$ cat src/sv/spim_pkg.sv
// Shared constants and types for the mode 0 SPI master.
`timescale 1ns / 1ps
`default_nettype none

package spim_pkg;

    localparam int WORD_BITS = 32;
    localparam int LEN_W     = 6;
    localparam int IDX_W     = $clog2(WORD_BITS);
    localparam int RX_W      = 8;

    localparam logic [1:0] CMD_TICK  = 2'd0;
    localparam logic [1:0] CMD_START = 2'd1;
    localparam logic [1:0] CMD_XFER  = 2'd2;
    localparam logic [1:0] CMD_STOP  = 2'd3;

    localparam logic [1:0] PH_DRIVE  = 2'd0;
    localparam logic [1:0] PH_RISE   = 2'd1;
    localparam logic [1:0] PH_SAMPLE = 2'd2;

    localparam logic [LEN_W-1:0] LEN_MAX = LEN_W'(WORD_BITS);

    typedef struct packed {
        logic            sclk;
        logic            mosi;
        logic            csel;
        logic            busy;
        logic            done;
        logic [RX_W-1:0] rx_data;
    } spim_res_t;

endpackage

`default_nettype wire

$ cat src/sv/spim_core.sv
// Command decode and bit sequencing state of the SPI master.
`timescale 1ns / 1ps
`default_nettype none

module spim_core
    import spim_pkg::*;
(
    input  wire logic                 clk,
    input  wire logic                 rst_n,
    input  wire logic                 step,
    input  wire logic [1:0]           cmd,
    input  wire logic [WORD_BITS-1:0] tx_data,
    input  wire logic [LEN_W-1:0]     bit_len,
    input  wire logic                 miso,
    input  wire logic                 cfg_we,
    input  wire logic                 cfg_three_wire,
    output spim_res_t                 res
);

    logic [WORD_BITS-1:0] tx_shift_reg, tx_shift_next;
    logic [RX_W-1:0]      rx_shift_reg, rx_shift_next;
    logic [LEN_W-1:0]     bits_left_reg, bits_left_next;
    logic [1:0]           phase_reg, phase_next;
    logic                 active_reg, active_next;
    logic                 sclk_reg, sclk_next;
    logic                 mosi_reg, mosi_next;
    logic                 csel_reg, csel_next;
    logic                 three_wire_reg;
    logic                 done;
    logic [RX_W-1:0]      rx_out;
    logic [IDX_W-1:0]     bit_idx;
    logic [LEN_W-1:0]     len_sat;
    logic                 rx_bit;

    // While active, bits_left is between 1 and WORD_BITS, so the index fits.
    assign bit_idx = IDX_W'(bits_left_reg - LEN_W'(1));
    assign len_sat = (bit_len > LEN_MAX) ? LEN_MAX : bit_len;
    assign rx_bit  = three_wire_reg ? 1'b0 : miso;

    always_comb
    begin
        tx_shift_next  = tx_shift_reg;
        rx_shift_next  = rx_shift_reg;
        bits_left_next = bits_left_reg;
        phase_next     = phase_reg;
        active_next    = active_reg;
        sclk_next      = sclk_reg;
        mosi_next      = mosi_reg;
        csel_next      = csel_reg;
        done           = 1'b0;
        rx_out         = '0;
        if (active_reg)
        begin
            // Only ticks move a transfer along; other commands are dropped.
            if (cmd == CMD_TICK)
            begin
                unique case (phase_reg)
                    PH_DRIVE:
                    begin
                        mosi_next  = tx_shift_reg[bit_idx];
                        phase_next = PH_RISE;
                    end
                    PH_RISE:
                    begin
                        sclk_next  = 1'b1;
                        phase_next = PH_SAMPLE;
                    end
                    default:
                    begin
                        rx_shift_next  = {rx_shift_reg[RX_W-2:0], rx_bit};
                        sclk_next      = 1'b0;
                        bits_left_next = bits_left_reg - LEN_W'(1);
                        phase_next     = PH_DRIVE;
                        if (bits_left_reg == LEN_W'(1))
                        begin
                            active_next = 1'b0;
                            done        = 1'b1;
                            rx_out      = rx_shift_next;
                        end
                    end
                endcase
            end
        end
        else
        begin
            unique case (cmd)
                CMD_START:
                begin
                    sclk_next = 1'b0;
                    mosi_next = 1'b0;
                    csel_next = 1'b0;
                end
                CMD_XFER:
                begin
                    sclk_next      = 1'b0;
                    tx_shift_next  = tx_data;
                    rx_shift_next  = '0;
                    bits_left_next = len_sat;
                    phase_next     = PH_DRIVE;
                    if (len_sat == '0)
                    begin
                        done = 1'b1;
                    end
                    else
                    begin
                        active_next = 1'b1;
                    end
                end
                CMD_STOP:
                begin
                    mosi_next = 1'b0;
                    csel_next = 1'b1;
                end
                default:
                begin
                end
            endcase
        end
    end

    always_ff @(posedge clk or negedge rst_n)
    begin
        if (!rst_n)
        begin
            tx_shift_reg  <= '0;
            rx_shift_reg  <= '0;
            bits_left_reg <= '0;
            phase_reg     <= PH_DRIVE;
            active_reg    <= 1'b0;
            sclk_reg      <= 1'b0;
            mosi_reg      <= 1'b0;
            csel_reg      <= 1'b1;
        end
        else if (step)
        begin
            tx_shift_reg  <= tx_shift_next;
            rx_shift_reg  <= rx_shift_next;
            bits_left_reg <= bits_left_next;
            phase_reg     <= phase_next;
            active_reg    <= active_next;
            sclk_reg      <= sclk_next;
            mosi_reg      <= mosi_next;
            csel_reg      <= csel_next;
        end
    end

    always_ff @(posedge clk or negedge rst_n)
    begin
        if (!rst_n)
        begin
            three_wire_reg <= 1'b0;
        end
        else if (cfg_we)
        begin
            three_wire_reg <= cfg_three_wire;
        end
    end

    assign res.sclk    = sclk_next;
    assign res.mosi    = mosi_next;
    assign res.csel    = csel_next;
    assign res.busy    = active_next;
    assign res.done    = done;
    assign res.rx_data = rx_out;

    a_phase_legal: assert property (@(posedge clk) disable iff (!rst_n)
        (phase_reg == PH_DRIVE || phase_reg == PH_RISE || phase_reg == PH_SAMPLE))
        else $error("phase register holds an unused code");

    a_len_range: assert property (@(posedge clk) disable iff (!rst_n)
        active_reg |-> (bits_left_reg != '0 && bits_left_reg <= LEN_MAX))
        else $error("active transfer with bit count out of range");

    a_sclk_high: assert property (@(posedge clk) disable iff (!rst_n)
        sclk_reg |-> (active_reg && phase_reg == PH_SAMPLE))
        else $error("SCLK high outside the sample phase");

    a_done_idle: assert property (@(posedge clk) disable iff (!rst_n)
        (step && res.done) |=> !active_reg)
        else $error("transfer still active after completion");

endmodule

`default_nettype wire

$ cat src/sv/spim_obuf.sv
// Two-entry result buffer: an output register with a skid entry behind it.
`timescale 1ns / 1ps
`default_nettype none

module spim_obuf
    import spim_pkg::*;
(
    input  wire logic      clk,
    input  wire logic      rst_n,
    input  wire logic      push,
    input  wire spim_res_t push_data,
    output logic           can_push,
    output logic           head_valid,
    input  wire logic      pop,
    output spim_res_t      head_data
);

    logic      a_valid_reg, a_valid_next;
    logic      b_valid_reg, b_valid_next;
    spim_res_t a_reg, a_next;
    spim_res_t b_reg, b_next;
    logic      take;

    assign take       = a_valid_reg && pop;
    assign can_push   = !b_valid_reg;
    assign head_valid = a_valid_reg;
    assign head_data  = a_reg;

    always_comb
    begin
        a_valid_next = a_valid_reg;
        b_valid_next = b_valid_reg;
        a_next       = a_reg;
        b_next       = b_reg;
        if (take)
        begin
            if (b_valid_reg)
            begin
                a_next       = b_reg;
                b_next       = push_data;
                b_valid_next = push;
            end
            else
            begin
                a_next       = push_data;
                a_valid_next = push;
            end
        end
        else if (push)
        begin
            if (!a_valid_reg)
            begin
                a_next       = push_data;
                a_valid_next = 1'b1;
            end
            else
            begin
                b_next       = push_data;
                b_valid_next = 1'b1;
            end
        end
    end

    always_ff @(posedge clk or negedge rst_n)
    begin
        if (!rst_n)
        begin
            a_valid_reg <= 1'b0;
            b_valid_reg <= 1'b0;
        end
        else
        begin
            a_valid_reg <= a_valid_next;
            b_valid_reg <= b_valid_next;
        end
    end

    always_ff @(posedge clk)
    begin
        a_reg <= a_next;
        b_reg <= b_next;
    end

    a_skid_order: assert property (@(posedge clk) disable iff (!rst_n)
        b_valid_reg |-> a_valid_reg)
        else $error("skid entry holds a result while the head is empty");

endmodule

`default_nettype wire

$ cat src/sv/spi_master_mode0_variable_length.sv
// Top level of the tick-driven mode 0 SPI master.
//
//  channel | signals                                   | dir | request moves
//  --------+-------------------------------------------+-----+------------------------------
//  in      | in_valid in_ready cmd tx_data bit_len miso | in  | one command or delay tick
//  out     | out_valid out_ready sclk mosi csel busy_res | out | pin levels and status
//          | done_res rx_data                          |     | after that command
//  cfg     | cfg_valid cfg_ready cfg_data              | in  | three-wire mode bit
//
// One request is accepted per cycle while in_ready is high; its result is registered.
// The command state is updated in the accept cycle by one level of logic. A two-entry
// output buffer keeps input accepts going while out_ready is low; in_ready falls only
// when both entries are full. Reset leaves chip select high, SCLK and MOSI low, no
// transfer in progress and three-wire mode off. Config is always ready.
`timescale 1ns / 1ps
`default_nettype none

module spi_master_mode0_variable_length
    import spim_pkg::*;
(
    input  wire logic                 clk,
    input  wire logic                 rst_n,
    input  wire logic                 in_valid,
    output logic                      in_ready,
    input  wire logic [1:0]           cmd,
    input  wire logic [WORD_BITS-1:0] tx_data,
    input  wire logic [LEN_W-1:0]     bit_len,
    input  wire logic                 miso,
    output logic                      out_valid,
    input  wire logic                 out_ready,
    output logic                      sclk,
    output logic                      mosi,
    output logic                      csel,
    output logic                      busy_res,
    output logic                      done_res,
    output logic [RX_W-1:0]           rx_data,
    input  wire logic                 cfg_valid,
    output logic                      cfg_ready,
    input  wire logic                 cfg_data
);

    spim_res_t res;
    spim_res_t head;
    logic      step;

    assign cfg_ready = 1'b1;
    assign step      = in_valid && in_ready;

    spim_core u_core (
        .clk            (clk),
        .rst_n          (rst_n),
        .step           (step),
        .cmd            (cmd),
        .tx_data        (tx_data),
        .bit_len        (bit_len),
        .miso           (miso),
        .cfg_we         (cfg_valid && cfg_ready),
        .cfg_three_wire (cfg_data),
        .res            (res)
    );

    spim_obuf u_obuf (
        .clk        (clk),
        .rst_n      (rst_n),
        .push       (step),
        .push_data  (res),
        .can_push   (in_ready),
        .head_valid (out_valid),
        .pop        (out_ready),
        .head_data  (head)
    );

    assign sclk     = head.sclk;
    assign mosi     = head.mosi;
    assign csel     = head.csel;
    assign busy_res = head.busy;
    assign done_res = head.done;
    assign rx_data  = head.rx_data;

endmodule

`default_nettype wire

$ cat config.mk
export PLATFORM = sky130hd
export DESIGN_NAME = spi_master_mode0_variable_length
export DESIGN_NICKNAME = d
export VERILOG_FILES = /design/src/sv/spim_pkg.sv /design/src/sv/spim_core.sv /design/src/sv/spim_obuf.sv /design/src/sv/spi_master_mode0_variable_length.sv
export SDC_FILE = /design/constraint.sdc
export NUM_CORES = 1
export LEC_CHECK = 0
export BUFFER_PORTS_ARGS = -buffer_cell sky130_fd_sc_hd__buf_4
export CORE_MARGIN = 2
export CORE_UTILIZATION = 50
export DETAILED_ROUTE_END_ITERATION = 8
export PLACE_DENSITY = 0.75
export SETUP_SLACK_MARGIN = 0.3
export SLEW_MARGIN = 20
export SYNTH_ARGS = -nofsm -noshare
export SYNTH_HDL_FRONTEND = slang
export SYNTH_HIERARCHICAL = 1
export SYNTH_SLANG_ARGS = --single-unit
$ cat constraint.sdc
create_clock -name clk -period 2.8 [get_ports clk]
set_input_delay 0.28 -clock clk [delete_from_list [all_inputs] [get_ports clk]]
set_output_delay 0.28 -clock clk [all_outputs]
set_load 0.005 [all_outputs]
[Yosys cells after proc, flatten, opt, wreduce, memory -nomap -nowiden]
Index checks and enable logic that the tools add are counted.
Word-level totals
  memory bits (writable): 0
  memories kept: 0
  latch bits: 0
  flip-flop bits (word level): 80
  ROM bits: 0
Operators by class
  shift-type cells: 0
  $mul: 0
  $add $sub $neg: 1
  bitwise gates (word level): 1
  eq/ne operators: 10
  multiplexer cells: 57
  order comparisons: 2
  reductions and logical operators: 19
  divide/modulo/power cells: 0
Operator list (number)
  13-bit 2-to-1 mux: 8
  8-bit 2-to-1 mux: 4
  6-bit 2-to-1 mux: 5
  1-bit 2-to-1 mux: 29
  7-bit 2-to-1 mux: 4
  3-bit AND reduction: 3
  2-bit inequality test (second input constant): 4
  6-bit by 1-bit equality test with 1-bit output (second input constant): 1
  6-bit greater-than comparator (second input constant): 1
  6-bit logical NOT: 1
  5-bit by 6-bit < comparator with 1-bit output (second input constant): 1
  2-bit 2-to-1 mux: 3
  2-bit AND reduction: 3
  2-bit nonzero test: 3
  2-bit OR reduction: 3
  6-bit by 1-bit subtractor with 6-bit output (second input constant): 1
  1-bit binary-select mux with 5-bit select: 1
  2-bit by 1-bit equality test with 1-bit output (second input constant): 2
  2-bit equality test (second input constant): 2
  2-bit logical NOT: 2
  1-bit one-hot mux with 2 select lines: 2
  2-bit one-hot mux with 2 select lines: 1
  4-bit AND reduction: 1
  1-bit logical AND: 2
  other kinds (3): 3

[Longest topological paths before layout]
Gate-level depths: netlist (run 1).
  depth in word-level cells: 9
  mapped depth: 12

[By module]
The synthesis (run 1) kept the hierarchy.
By module, submodules not included
  spim_core: cells an instance 251, area each 2805.2 sq um, times used 1
  spim_obuf: cells an instance 52, area each 1099.8 sq um, times used 1
  spi_master_mode0_variable_length: cells an instance 3, area each 17.5 sq um, times used 1

[Worst setup path after synthesis (run 1)]
No wires, ideal clock.
  path kind: register to register
  start point: register u_core.bits_left_reg[0]
  end point: register u_obuf.a_reg (netlist bit u_obuf/head_data[11]), data pin
  setup time: 0.260 ns
  data arrival time: 2.465 ns
  setup slack: 0.075 ns
  required time: 2.540 ns
  clock period less this slack: 2.725 ns
  stages on the path, launching flop included: 13
  cells stage by stage: dfrtp_1 buf_2 inv_1 ha_1 buf_6 buf_12 and2b_2 a2111oi_0 a31oi_1 a31oi_1 o21ai_0 buf_4 mux2_4
RTL lines
  from (decl): RTL line spim_core.sv:22  | logic [LEN_W-1:0] bits_left_reg, bits_left_next;
  from (signal assigned): RTL line spim_core.sv:138  | bits_left_reg <= bits_left_next;
  to (signal assigned): RTL line spim_obuf.sv:80  | a_reg <= a_next;
  to (decl): RTL line spim_obuf.sv:20  | spim_res_t a_reg, a_next;

==> results.json, run 1 <==
{
  "min_period_ns": 2.30,
  "port_buffers": 61,
  "fin_util": 0.615,
  "synth_edf_count": 26,
  "antenna_found_initial": 0,
  "clock_skew_ns": 0.00896,
  "cts_sinks": 80,
  "cts_buffer_depth": 2,
  "synth_area_leaders": "dfrtp_1 34%, edfxtp_1 20%, mux2_2 11%",
  "synth.avg_cell_area_um2": 12.8,
  "finalSetupTns_ns": 0,
  "die_w_um": 92.6,
  "clock_latency_ns": 0.35,
  "drtAntennaViolNets": 0,
  "syn_inst": 306,
  "hpwl_um": 5130,
  "path_max_fanout": 7,
  "start_kind": "flop",
  "routabilityCongestion": 0.882,
  "grt_overflow": 0,
  "crit_required_ns": 2.90,
  "synth_warnings": 6,
  "p_per_area_nw_per_um2": 451,
  "cts-root-buf": "clkbuf_8",
  "outcome": "complete, no violations",
  "coreArea_um2": 7650,
  "pin_count": 63,
  "vdd_drop_max_mv": 0.309,
  "num_rows": 32,
  "nFillCells": 628,
  "h-tree-depth": 3,
  "synth.distinct_cells": 52,
  "drive_gt1_frac": 0.416,
  "p_leak_nw": 2.12,
  "synth-seq-area-share": 0.544,
  "critPathArrivalTime_ns": 2.40,
  "final.period_utilization": 0.820,
  "rsz0062_at_grt": "no",
  "synth-seq-cells": 80,
  "fmax_mhz": 436,
  "die_area_um2": 8570,
  "synth_fp_nets": 359,
  "ys_async_sr_fraction": 0.675,
  "grt_pass1_vias": 2527,
  "grt_pass1_wl_um": 11900,
  "dr.pass1.iters": 4,
  "end_kind": "flop",
  "report.final.setup_viol": 0,
  "synth_flop_cell": "dfrtp_1",
  "initial_core_util": 0.513,
  "n_antenna_cell": 0,
  "cts.reportedPaths.clkPinSlew_ns": 0.09,
  "yosysTopAreaCell": "dfrtp_1",
  "viasPerCell": 5.36,
  "cts_buffers": 9,
  "grt.total_usage": 0.179,
  "via_count": 2545,
  "synth_most_common_cell": "dfrtp_1",
  "hold_class": "input port to flop",
  "drt_iter0_drc": 115,
  "synthesis.area_um2": 3920,
  "route.detailed.drc": 0,
  "areaGrowthSynthToFinish_pct": 19.9,
  "yosys.area.top_type_share": 0.338,
  "worst_slew_pin_slew_ns": 0.677,
  "hold_viol": 0,
  "drv_cap": 0,
  "grt_max_degree": 55,
  "wl_um": 7240,
  "drv_slew": 0,
  "synth_common_cells": "53 x dfrtp_1, 39 x mux2_2, 27 x nand2_1",
  "fin_nets": 421,
  "avgRoutedWirePerCell_um": 15.2,
  "cts_tree": "built",
  "fin_area_um2": 4700,
  "largest_register_ff_count": 32,
  "crit_type": "flop to flop",
  "max-slew-margin-rel": 0.549,
  "postPlaceCellArea_um2": 4450,
  "die_h_um": 92.6
}
## what timing repair did
| action | 4_1_cts | 5_1_grt |
|---|---|---|
| resized for setup | 0 | 2 |
| setup buffers | 3 | 0 |
| cloned | 0 | 0 |
| hold buffers | 1 | 0 |
| endpoints found under the hold margin | 53 | 0 |
| endpoints found under the setup margin | 1 | 1 |
| pin swaps | 1 | 0 |
## per-stage QoR
stage	hold WS (ns)	total power, mW	std cells	worst slack, ns
finish	0.154	2.12	475	0.504
global route	0.135	2.20	475	0.317
CTS	0.134	2.15	475	0.318
detailed placement	0.366	1.31	455	0.364
global placement	0.361	1.31	455	0.422
floorplan	-0.0156	1.24	306	0.321
## final timing paths
check,from,endpoint,slack (ns),depth (start not counted)
worst max-delay path,u_core/bits_left_reg[1],u_obuf/head_data[11],0.50,8
worst min-delay path,cfg_data,u_core/three_wire_reg,0.15,2
worst max register to register,u_core/bits_left_reg[1],u_obuf/head_data[11],0.50,8
worst min register to register,u_core/rx_shift_reg[6],u_core/rx_shift_reg[6],0.48,2
max in group asynchronous,rst_n,u_core/sclk_reg,1.84,2
min in group asynchronous,rst_n,u_core/bits_left_reg[3],0.52,2
## cells in the final DEF, fill, tap and decap left out, types with 2 or more instances in the layout
master       n
a2111oi_2    2
a21oi_1      6
a22o_1       2
a31oi_1      4
and2_1       9
and2b_2      2
buf_4       69
clkbuf_8     9
clkinv_2     2
clkinv_4     2
clkinvlp_4   2
dfrtp_1     53
edfxtp_1    26
ha_1         5
inv_1        6
mux2_2      39
mux2_4      10
mux2i_1     13
mux4_1       2
mux4_2       2
nand2_1     27
nand3_1      8
nand3_2      2
nand3b_1     2
nor2_1       8
nor2b_1      7
nor3_1       5
nor3b_1      4
o21ai_0     13
or2_2        2
xor2_1       2
## final cells by class
class	instances	area, um2	area share
multi-input cells	198	1660	0.354
inverters	8	35.0	0.00745
well taps	102	128	0.0271
clock buffers	9	124	0.0263
repair buffers	71	548	0.116
clock inverters	7	72.6	0.0154
flip-flops and latches	80	2130	0.453
## power breakdown
part | internal, mW | switching [mW] | leakage (nW)
logic | 0.0497 | 0.0374 | 1.08
clock network | 0.411 | 0.422 | 0.0952
registers | 1.20 | 0.00107 | 0.939
total | 1.66 | 0.460 | 2.12
## routing by layer
| metal | wire (um) | GRT usage | share of wire | vias up |
|---|---|---|---|---|
| met5 | 0 | 0 | 0 | - |
| met4 | 119 | 0.0858 | 0.016 | 0 |
| li1 | - | - | - | 1223 |
| met3 | 339 | 0.0399 | 0.047 | 10 |
| met1 | 3150 | 0.220 | 0.44 | 1246 |
| met2 | 3630 | 0.300 | 0.50 | 66 |
## kinds of logic after synthesis
logic type               after synthesis  share of synthesized area
XOR/XNOR                               3                    0.00670
adder cells (fa/ha/maj)                6                     0.0191
buffers and inverters                 28                     0.0418
AO/OA/AOI/OAI                         40                     0.0670
multiplexers                          66                      0.208
other                                  1                   0.000956
flip-flops                            80                      0.544
AND/OR/NAND/NOR                       82                      0.112
## critical path, stage by stage (launching register included)
cell       delay [ns]
dfrtp_1          0.39
inv_1            0.10
ha_4             0.19
xor2_2           0.20
a2111oi_2        0.39
a31oi_1          0.09
a31oi_2          0.26
o21ai_1          0.15
mux2_4           0.27
Note: power is estimated with default switching activity, not from simulation.
==> run 2, diff against run 1 <==
Settings changed: ABC_AREA from default to 1, PLACE_DENSITY 0.75 to 0.72.
Clock period 2.8 ns to 2.2 ns, I/O delays scaled along.
==> run 2 against run 1 <==
Net effect:
- global-route usage up 1.4 points
- sequential power up 110%
- critical path type unchanged
- power rose to 3.2 times the previous value
- sequential share of layout area down 1.3 points
- sequential cell count unchanged
- critical path depth up 6
- count of clock-buffer cells in the layout unchanged
==> results.json, run 2 <==
{
  "clock_skew_ns": 0.0118,
  "p_switching_mw": 2.61,
  "n_antenna_cell": 0,
  "yosysTopAreaCell": "dfrtp_1",
  "antenna_found_initial": 0,
  "start_kind": "flop",
  "die_h_um": 93.2,
  "cts.reportedPaths.clkPinSlew_ns": 0.09,
  "min_period_ns": 1.91,
  "wl_um": 8070,
  "fin_nets": 561,
  "synth_area_leaders": "dfrtp_1 33%, edfxtp_1 20%, nand2_1 8.6%",
  "path_max_fanout": 6,
  "p_leak_nw": 2.32,
  "postPlaceCellArea_um2": 4430,
  "avgRoutedWirePerCell_um": 13.1,
  "coreArea_um2": 7730,
  "grt_overflow": 0,
  "grt_max_degree": 56,
  "areaGrowthSynthToFinish_pct": 21.8,
  "finalSetupTns_ns": 0,
  "outcome": "complete, no violations",
  "yosys.area.top_type_share": 0.333,
  "initial_core_util": 0.515,
  "vdd_drop_max_mv": 0.788,
  "hpwl_um": 5650,
  "largest_register_ff_count": 32,
  "setup_ws_ns": 0.288,
  "synth_warnings": 6,
  "hold_class": "input port to flop",
  "synth_common_cells": "91 x nand2_1, 59 x nor2_1, 56 x inv_1",
  "syn_inst": 450,
  "clkPwrFrac": 0.174,
  "synth_edf_count": 26,
  "end_kind": "flop",
  "internal-power_mw": 4.13,
  "synth.distinct_cells": 33,
  "cts-root-buf": "clkbuf_8",
  "dpl.cell_count": 591,
  "route.detailed.drc": 0,
  "p_comb_frac": 0.452,
  "crit_type": "flop to flop",
  "fmax_mhz": 523,
  "cts_sinks": 80,
  "die_w_um": 93.2,
  "synth_fp_nets": 503,
  "synthesis.area_um2": 3980,
  "report.final.setup_viol": 0,
  "cts_buffer_depth": 2,
  "max-slew-margin-rel": 0.558,
  "crit_required_ns": 2.31,
  "layout.cells.non_filler": 615,
  "final.period_utilization": 0.869,
  "worst_slew_pin_slew_ns": 0.663,
  "num_rows": 32,
  "rsz0062_at_grt": "yes",
  "synth_most_common_cell": "nand2_1",
  "cts_buffers": 9,
  "drv_cap": 0,
  "viasPerCell": 5.18,
  "fin_util": 0.627,
  "h-tree-depth": 3,
  "die_area_um2": 8690,
  "pin_count": 63,
  "grt_pass1_vias": 2965,
  "clock_latency_ns": 0.34,
  "grt_pass1_wl_um": 13300,
  "synth-seq-area-share": 0.536,
  "p_per_area_nw_per_um2": 1390,
  "drv_slew": 0,
  "fin_total_pwr_mw": 6.74,
  "synth_flop_cell": "dfrtp_1",
  "drt_iter0_drc": 184,
  "hold_viol": 0,
  "drive_gt1_frac": 0.273,
  "synth.avg_cell_area_um2": 8.84,
  "port_buffers": 61,
  "dr.pass1.iters": 5,
  "p_seq_frac": 0.374,
  "via_count": 3185,
  "routabilityCongestion": 0.886,
  "synth-seq-cells": 80,
  "grt.total_usage": 0.193,
  "drtAntennaViolNets": 0,
  "cts_tree": "built",
  "ys_async_sr_fraction": 0.675,
  "fin_area_um2": 4850,
  "layout_commonest_cell": "nand2_1",
  "critPathArrivalTime_ns": 2.02,
  "fin_hold_ws_ns": 0.0632,
  "layout_common_cells": "87 x nand2_1, 70 x buf_4, 55 x nor2_1, 53 x inv_1, 52 x dfrtp_1",
  "post-place-ws_ns": 0.307,
  "nFillCells": 639,
  "switching_share": 0.387
}
[run 2: cell count changes after synthesis, moves of 13 or more]
cell / delta
nand2_1: +64
nor2_1: +51
inv_1: +49
mux2_2: -30
nand3_1: +24
a21oi_1: +23
nand4_1: +14
mux2i_1: -13
[run 2: layer usage]
metal / GRT usage / routed length [um]
met5: 0 / 0
met4: 0.0662 / 142
met3: 0.0371 / 411
met2: 0.312 / 3910
met1: 0.263 / 3600
[run 2: kinds of logic after synthesis]
kind of cell               synth area share
adders and majority gates            0.0189
DFF                                   0.536
muxes                                0.0255
xor gates and xnor gates             0.0107
other                              0.000942
buffers and inverters                 0.106
AOI/OAI and AO/OA                    0.0808
and+or+nand+nor                       0.222
[run 2: critical path, stage by stage, from the launching register on]
cell	delay, ns
dfrtp_1	0.40
inv_1	0.14
ha_4	0.24
buf_6	0.14
buf_6	0.11
nand3_2	0.06
nand3_2	0.07
nand3_2	0.08
nand2_1	0.06
nand2_1	0.07
nand3_2	0.08
nand2_2	0.07
nand2_2	0.07
nand2_2	0.05
nand2_1	0.05
[run 2: what timing repair did]
action | in CTS | in global routing
hold endpoints to repair | 53 | 0
resized for setup | 1 | 34
cloned | 0 | 0
setup buffers | 0 | 7
hold buffers | 1 | 0
setup endpoints to repair | 1 | 23
pin swaps | 0 | 20
[run 2: power by group through the flow]
stage | registers (mW) | clock network [mW] | logic (mW)
finish | 2.52 | 1.18 | 3.04
global route | 2.59 | 1.27 | 3.37
CTS | 2.50 | 1.20 | 2.47
detailed placement | 2.53 | 0 | 2.45
global placement | 2.50 | 0 | 2.40
floorplan | 2.46 | 0 | 1.95
[run 2: area by class of cell]
class,instances,area [um2],share of cell area
Clock inverter,7,93.8,0.0194
Tap cell,102,128,0.0263
Multi-Input combinational cell,283,1550,0.319
Sequential cell,80,2130,0.440
Timing Repair Buffer,75,589,0.122
Inverter,59,231,0.0477
Clock buffer,9,124,0.0255
[run 2: path summary, 6_finish.rpt]
path                                          from                      end  slack (ns)  cells past startpoint
setup reg to reg           u_core/bits_left_reg[1]     u_obuf/head_data[11]        0.29                     14
setup / recovery           u_core/bits_left_reg[1]     u_obuf/head_data[11]        0.29                     14
max in group asynchronous                    rst_n  u_core/bits_left_reg[2]        1.27                      2
hold reg to reg             u_core/rx_shift_reg[5]   u_core/rx_shift_reg[6]        0.52                      2
min in group asynchronous                    rst_n  u_core/tx_shift_reg[12]        0.45                      2
hold / removal                           cfg_valid    u_core/three_wire_reg        0.06                      2
==> run 3, diff against run 2 <==
Settings changed: CORE_UTILIZATION 50 to 57, PLACE_DENSITY 0.72 to 0.8.
==> run 3 against run 2 <==
Net effect:
- routed wire length increased by 2.6%
- power decreased by 6.3%
- critical endpoint unchanged
- largest power group unchanged
- hold slack got worse by 0.011 ns
- utilization increased by 6.8 points
- sequential share of layout area increased by 1.2 points
- count of clock-buffer cells in the layout unchanged
- combinational power decreased by 8.2%
- final area decreased by 2.6%
- final cell count decreased by 0.65%
==> results.json, run 3 (synthesis results as in run 2) <==
{
  "outcome": "complete, no violations",
  "pin_count": 63,
  "hpwl_um": 5640,
  "antenna_found_initial": 0,
  "port_buffers": 61,
  "cts_buffers": 9,
  "die_area_um2": 7670,
  "drtAntennaViolNets": 0,
  "hold_viol": 0,
  "h-tree-depth": 3,
  "via_count": 3231,
  "clock_skew_ns": 0.0186,
  "wl_um": 8270,
  "report.final.setup_viol": 0,
  "route.detailed.drc": 0,
  "regArea_um2": 2130,
  "coreArea_um2": 6790,
  "drt_iter0_drc": 225,
  "avgRoutedWirePerCell_um": 13.5,
  "cts-root-buf": "clkbuf_8",
  "cts.reportedPaths.clkPinSlew_ns": 0.10,
  "cp_cell_sequence": "clkinv_4 > ha_4 > buf_4 > nand3_1 > nand3_1 > nand3_1 > nand2_1 > nand2_1 > nand3_1 > nand2_1 > nand2_2 > nand2_2 > nand2_1",
  "grt_max_degree": 56,
  "p_per_area_nw_per_um2": 1340,
  "drv_slew": 0,
  "layout_commonest_cell": "nand2_1",
  "fin_util": 0.695,
  "vdd_drop_max_mv": 0.922,
  "multi_input_comb_area_um2": 1470,
  "areaGrowthSynthToFinish_pct": 18.7,
  "die_h_um": 87.6,
  "nFillCells": 513,
  "min_period_ns": 1.88,
  "dr.pass1.iters": 5,
  "drv_cap": 0,
  "hold_class": "input port to flop",
  "largest_register_ff_count": 32,
  "rsz0062_at_grt": "yes",
  "fmax_mhz": 531,
  "layout_common_cells": "91 x nand2_1, 75 x buf_4, 57 x nor2_1, 54 x inv_1, 52 x dfrtp_1",
  "final.period_utilization": 0.856,
  "fin_total_pwr_mw": 6.32,
  "cts_buffer_depth": 2,
  "cts_tree": "built",
  "path_max_fanout": 6,
  "crit_required_ns": 2.33,
  "cp_slowest_stage_delay_ns": 0.42,
  "worst_slew_pin_slew_ns": 0.682,
  "viasPerCell": 5.29,
  "grt_pass1_wl_um": 13200,
  "fin_hold_ws_ns": 0.0523,
  "critPathArrivalTime_ns": 2.01,
  "slowest_stage": "dfrtp_1",
  "num_rows": 30,
  "start_kind": "flop",
  "die_w_um": 87.6,
  "grt.total_usage": 0.225,
  "routabilityCongestion": 0.934,
  "grt_pass1_vias": 2892,
  "fin_nets": 563,
  "crit_type": "flop to flop",
  "drive_gt1_frac": 0.243,
  "initial_core_util": 0.586,
  "p_leak_nw": 2.28,
  "clock_latency_ns": 0.36,
  "n_antenna_cell": 0,
  "finalSetupTns_ns": 0,
  "end_kind": "flop",
  "cts_sinks": 80,
  "grt_overflow": 0,
  "max-slew-margin-rel": 0.545
}
[run 3: metrics by stage]
stage,area [um2],setup WS [ns],cells
after floorplan,4010,0.264,450
after global placement,4430,0.387,586
after detailed placement,4430,0.306,586
after CTS,4630,0.309,603
after global routing,4720,0.203,611
final,4720,0.317,611
[run 3: routing by layer]
metal	GRT usage	share of wire
met1	0.311	0.44
met3	0.0537	0.055
met2	0.354	0.49
met4	0.0741	0.017
met5	0	0
[run 3: final cells by class]
type	count	share of cell area
inverters	59	0.0485
clock inverters	7	0.0127
flip-flops and latches	80	0.452
well taps	96	0.0254
repair buffers	77	0.124
clock buffers	9	0.0262
multi-input cells	283	0.312
[run 3: report_power, final]
group / total [mW] / internal (mW) / switching [mW] / leakage [nW]
Sequential: 2.51 / 2.21 / 0.299 / 0.885
Clock: 1.01 / 0.429 / 0.584 / 0.0912
Combinational: 2.79 / 1.14 / 1.65 / 1.30
Total: 6.32 / 3.78 / 2.54 / 2.28
[run 3: repair_timing]
item                       CTS  global route
setup endpoints to repair    0            17
buffers inserted             0             8
resized for setup            0            14
hold buffers                 1             0
hold endpoints to repair    53             0
[run 3: final timing paths]
kind / from / end / slack, ns / cells after the start
worst min-delay path: cfg_valid / u_core/three_wire_reg / 0.05 / 2
max in group asynchronous: rst_n / u_core/bits_left_reg[2] / 1.27 / 2
min in group asynchronous: rst_n / u_core/tx_shift_reg[9] / 0.44 / 2
worst min register to register: u_core/csel_reg / u_core/csel_reg / 0.50 / 2
worst max-delay path: u_core/bits_left_reg[0] / u_obuf/head_data[11] / 0.32 / 13
worst max register to register: u_core/bits_left_reg[0] / u_obuf/head_data[11] / 0.32 / 13
[run 3: worst max-delay path: cells and delay by family (launching register included)]
kind	cells	cell delay [ns]
DFF	1	0.42
buffers and inverters	2	0.24
adders and majority gates	1	0.27
and+or+nand+nor	10	0.73
